[config.mk]
export PLATFORM = sky130hd
export DESIGN_NAME = lbs_front
export DESIGN_NICKNAME = d
export VERILOG_FILES = /design/src/hdl/lbs_pkg.sv /design/src/hdl/lbs_front.sv
export SDC_FILE = /design/constraint.sdc
export NUM_CORES = 1
export LEC_CHECK = 0
export ABC_AREA = 1
export BUFFER_PORTS_ARGS = -buffer_cell sky130_fd_sc_hd__buf_2
export CORE_MARGIN = 2
export CORE_UTILIZATION = 52
export DETAILED_ROUTE_END_ITERATION = 8
export PLACE_DENSITY_LB_ADDON = 0.12
export SLEW_MARGIN = 5
export SYNTH_ARGS = -nofsm -noshare
export SYNTH_HDL_FRONTEND = slang
export SYNTH_SLANG_ARGS = --single-unit
[constraint.sdc]
create_clock -name clk -period 16.1 [get_ports clk]
set_input_delay 2.415 -clock clk [delete_from_list [all_inputs] [get_ports clk]]
set_output_delay 2.415 -clock clk [all_outputs]
set_load 0.02 [all_outputs]
[src/hdl/lbs_pkg.sv]
package lbs_pkg;

  // transaction kinds
  localparam logic ACT_WRITE = 1'b0;
  localparam logic ACT_SKIN  = 1'b1;

  localparam int COORD_W  = 32;
  localparam int WEIGHT_W = 16;
  localparam int SLOTS    = 4;
  localparam int ELEMS    = 12;

  // queued work between front and back
  typedef struct packed {
    logic                     skin;
    logic [11:0]              addr;
    logic signed [31:0]       value;
    logic signed [31:0]       px;
    logic signed [31:0]       py;
    logic signed [31:0]       pz;
    logic [31:0]              joints;
    logic [63:0]              weights;
  } job_t;

  // finished result
  typedef struct packed {
    logic signed [31:0] x;
    logic signed [31:0] y;
    logic signed [31:0] z;
    logic               zero_weight;
  } res_t;

  function automatic logic signed [31:0] sat32(input logic signed [63:0] v);
    if (v > 64'sd2147483647) begin
      return 32'sh7fffffff;
    end else if (v < -64'sd2147483648) begin
      return 32'sh80000000;
    end
    return v[31:0];
  endfunction

endpackage

[src/hdl/lbs_front.sv]
// two-entry input queue towards the back end
module lbs_front (
  input  logic              clk,
  input  logic              rst_n,
  input  logic              in_valid,
  output logic              in_ready,
  input  lbs_pkg::job_t     in_job,
  output logic              q_valid,
  input  logic              q_ready,
  output lbs_pkg::job_t     q_job
);

  lbs_pkg::job_t mem_r [2];
  logic          wp_r, rp_r;
  logic [1:0]    cnt_r, cnt_nxt;
  logic          push, pop;

  assign in_ready = (cnt_r != 2'd2);
  assign q_valid  = (cnt_r != 2'd0);
  assign q_job    = mem_r[rp_r];
  assign push     = in_valid && in_ready;
  assign pop      = q_valid && q_ready;

  always_comb begin
    cnt_nxt = cnt_r + {1'b0, push} - {1'b0, pop};
  end

  // queue storage
  always_ff @(posedge clk) begin
    if (push) begin
      mem_r[wp_r] <= in_job;
    end
  end

  // queue pointers
  always_ff @(posedge clk) begin
    if (!rst_n) begin
      wp_r  <= 1'b0;
      rp_r  <= 1'b0;
      cnt_r <= 2'd0;
    end else begin
      if (push) begin
        wp_r <= ~wp_r;
      end
      if (pop) begin
        rp_r <= ~rp_r;
      end
      cnt_r <= cnt_nxt;
    end
  end

endmodule

==> impl_metrics.ini <==
[status]
run_status = completed

[clocking]
cts_max_path_buffers = 3
htreeDepth = 2
cts_tree = built
cts_buffers = 48
post_cts_resized = 0
cts.root.buffer_cell = clkbuf_16
cts.clk_slew.worst_paths_ns = 0.06
ctsHoldBuffers = 0
clock-sinks = 479
insertion_delay_ns = 0.57
cts_setup_buffers = 0

[sta]
skew_ns = 0.0141
report.final.slew_viol_count = 0
worst_pin_slew_ns = 1.10
fin_crit_sh_pct = 35.5
rsz0062_at_grt = false
final-setup-viol-count = 0
hold_viol = 0
fin_setup_tns_ns = 0
slew_headroom_pct = 26.5
min_period_ns = 5.71
fmax_mhz = 175

[setup_path]
worst_ep_arrival_time_ns = 3.30
worstSetupPathType = reg -> out
reg2regPathDepth = 5
cp_cell_sequence = buf_4 > mux2_2 > buf_2
reg2reg_to = mem_r[1][98]
cp_slowest_cell = dfxtp_4
r2r_slack_ns = 13.47
cp-end-kind = output port
critPathMaxStageDelay_ns = 1.09
critPathLaunchType = flip-flop
rr_startpoint = cnt_r[0]
critPathRequiredTime_ns = 13.69
cp_max_fo = 82

[pwr]
leakagePower_nw = 8.03
clkPwrFrac_pct = 28.6
internal-power_mw = 2.48
powerDensity_nw_per_um2 = 162
p_seq_share_pct = 46.7
power.net_switching_mw = 1.03
vdd_drop_max_v = 0.000137
pwr-share-comb_pct = 24.7
switching_share_pct = 29.3

[grt]
gr-total-overflow = 0
grt_max_degree = 100
grt_use_total_pct = 20.5
antenna_found_initial = 19
grt_pass1_wl_um = 53700
grt_pass1_vias = 9299

[flow_run]
max-cap-violations = 0

[drt]
drtPass1Iterations = 4
drtIter0Drc = 560
routed_wl_um = 36600
post_drt_wl_per_cell_um = 20.6
vias = 8960
vias_per_cell = 5.04
antenna_left = 0
drc = 0

[floorplanning]
placeableCoreArea_um2 = 33300
rows = 67
die_x_um = 187
die-area_um2 = 35100
initial_core_util_pct = 52.5
pin_count = 480
fp.dieH_um = 187

[cells_and_area]
multiInputGateArea_um2 = 2790
fillers = 2428
fin_nets = 1527
regArea_um2 = 14300
fin_cells = 1778
drive_gt1_share_pct = 59.4
syn2layout_area_growth_pct = 23.6

[synthesis]
synth_top_area_share_pct = 81.4
postSynth.asyncResetShare_pct = 0
synth_seq_cells = 479
synth_area_um2 = 17500
yosysTopAreaCell = edfxtp_1
synth_commonest_cells = edfxtp_1 (474), mux2_2 (237), clkbuf_8 (20)
synth_area_leaders = edfxtp_1 (81%), mux2_2 (15%), clkbuf_8 (1.6%)
synth-seq-area-share_pct = 82.0
yosysMostFrequentCell = edfxtp_1
synth-edff-count = 474
synthCells = 773
yosysWarnings = 0
synth_cell_types = 11
syn_nets = 1016
avgSynthCellArea_um2 = 22.6
ys.flop_type = edfxtp_1

[hold_path]
worstHoldStart = rp_r
hold_path_class = reg -> reg
min_path_cells = 2

[place]
portBuffers = 479
place.detailed.hpwl_um = 24300
dp.cells = 1682
gp_congestion = 0.811
==> metal layers <==
layer  up-vias  track usage (%)  share of wire (%)
met5         -                0               0.19
met4        10             9.30                3.6
met3        89             9.27                 10
met2       373             34.5                 51
met1      4366             22.4                 35
li1       4122                -                  -
==> stage by stage <==
step | hold slack (ns) | setup WS, ns | instance area [µm²] | utilization [%] | total power [mW]
global route | 0.522 | 10.16 | 21600 | 64.9 | 3.65
CTS | 0.505 | 10.30 | 21600 | 64.8 | 3.55
detailed placement | 0.490 | 10.92 | 20200 | 60.6 | 2.54
finish | 0.501 | 10.39 | 21600 | 64.9 | 3.51
floorplan | 0.467 | 2.95 | 17500 | - | 2.32
global placement | 0.487 | 10.88 | 20200 | 60.6 | 2.53
==> worst max-delay path: cells and delay by family, from the launching register on <==
kind                   cells  cell delay [ns]
DFF                        1             1.09
buffers and inverters      2             1.08
muxes                      1             0.45
==> cells by family after synthesis <==
logic type | count (synthesis) | share of synthesized area, %
buf+inv | 33 | 2.11
compound gates | 2 | 0.0572
mux | 237 | 15.3
simple gates | 20 | 0.451
fa+ha+maj | 2 | 0.143
flops | 479 | 82.0
==> final cells by class <==
type                            count  area share, %
Sequential cell                   479           66.4
Multi-Input combinational cell    261           12.9
Timing Repair Buffer              487           11.4
Clock buffer                       64           5.94
Tap cell                          448           2.59
Clock inverter                     19          0.521
Inverter                            7          0.156
Antenna cell                       13          0.151
==> state kept, by name, summed over array words and instances (netlist names), named ones only <==
signal and count:
wp_r 1, mem_r 474, rp_r 1, cnt_r 2
==> layout by cell type (no fill, tap or decap), drive strengths merged <==
cell type	n
nand3	3
clkbuf	64
buf	487
nand2	9
clkinv	16
a21oi	2
nor2	8
edfxtp	474
mux2	237
bufinv	1
ha	2
diode	13
inv	8
clkinvlp	1
dfxtp	5
==> power groups by stage <==
stage | Sequential, mW | Clock [mW] | Combinational (mW)
floorplan | 1.69 | 0 | 0.631
global placement | 1.66 | 0 | 0.871
detailed placement | 1.67 | 0 | 0.873
CTS | 1.64 | 1.03 | 0.878
global route | 1.66 | 1.07 | 0.923
finish | 1.64 | 1.00 | 0.868
==> worst max path at each step <==
stage / startpoint / end / depth (start not counted) / slack [ns]
floorplan: in_valid / mem_r[0][0] / 2 / 2.95
global placement: flip-flop / q_job[48] / 3 / 10.88
detailed placement: flip-flop / q_job[171] / 3 / 10.92
CTS: flip-flop / q_job[171] / 3 / 10.30
global route: flip-flop / q_job[171] / 3 / 10.16
finish: flip-flop / q_job[171] / 3 / 10.39
(Power assumes the default switching activity.)
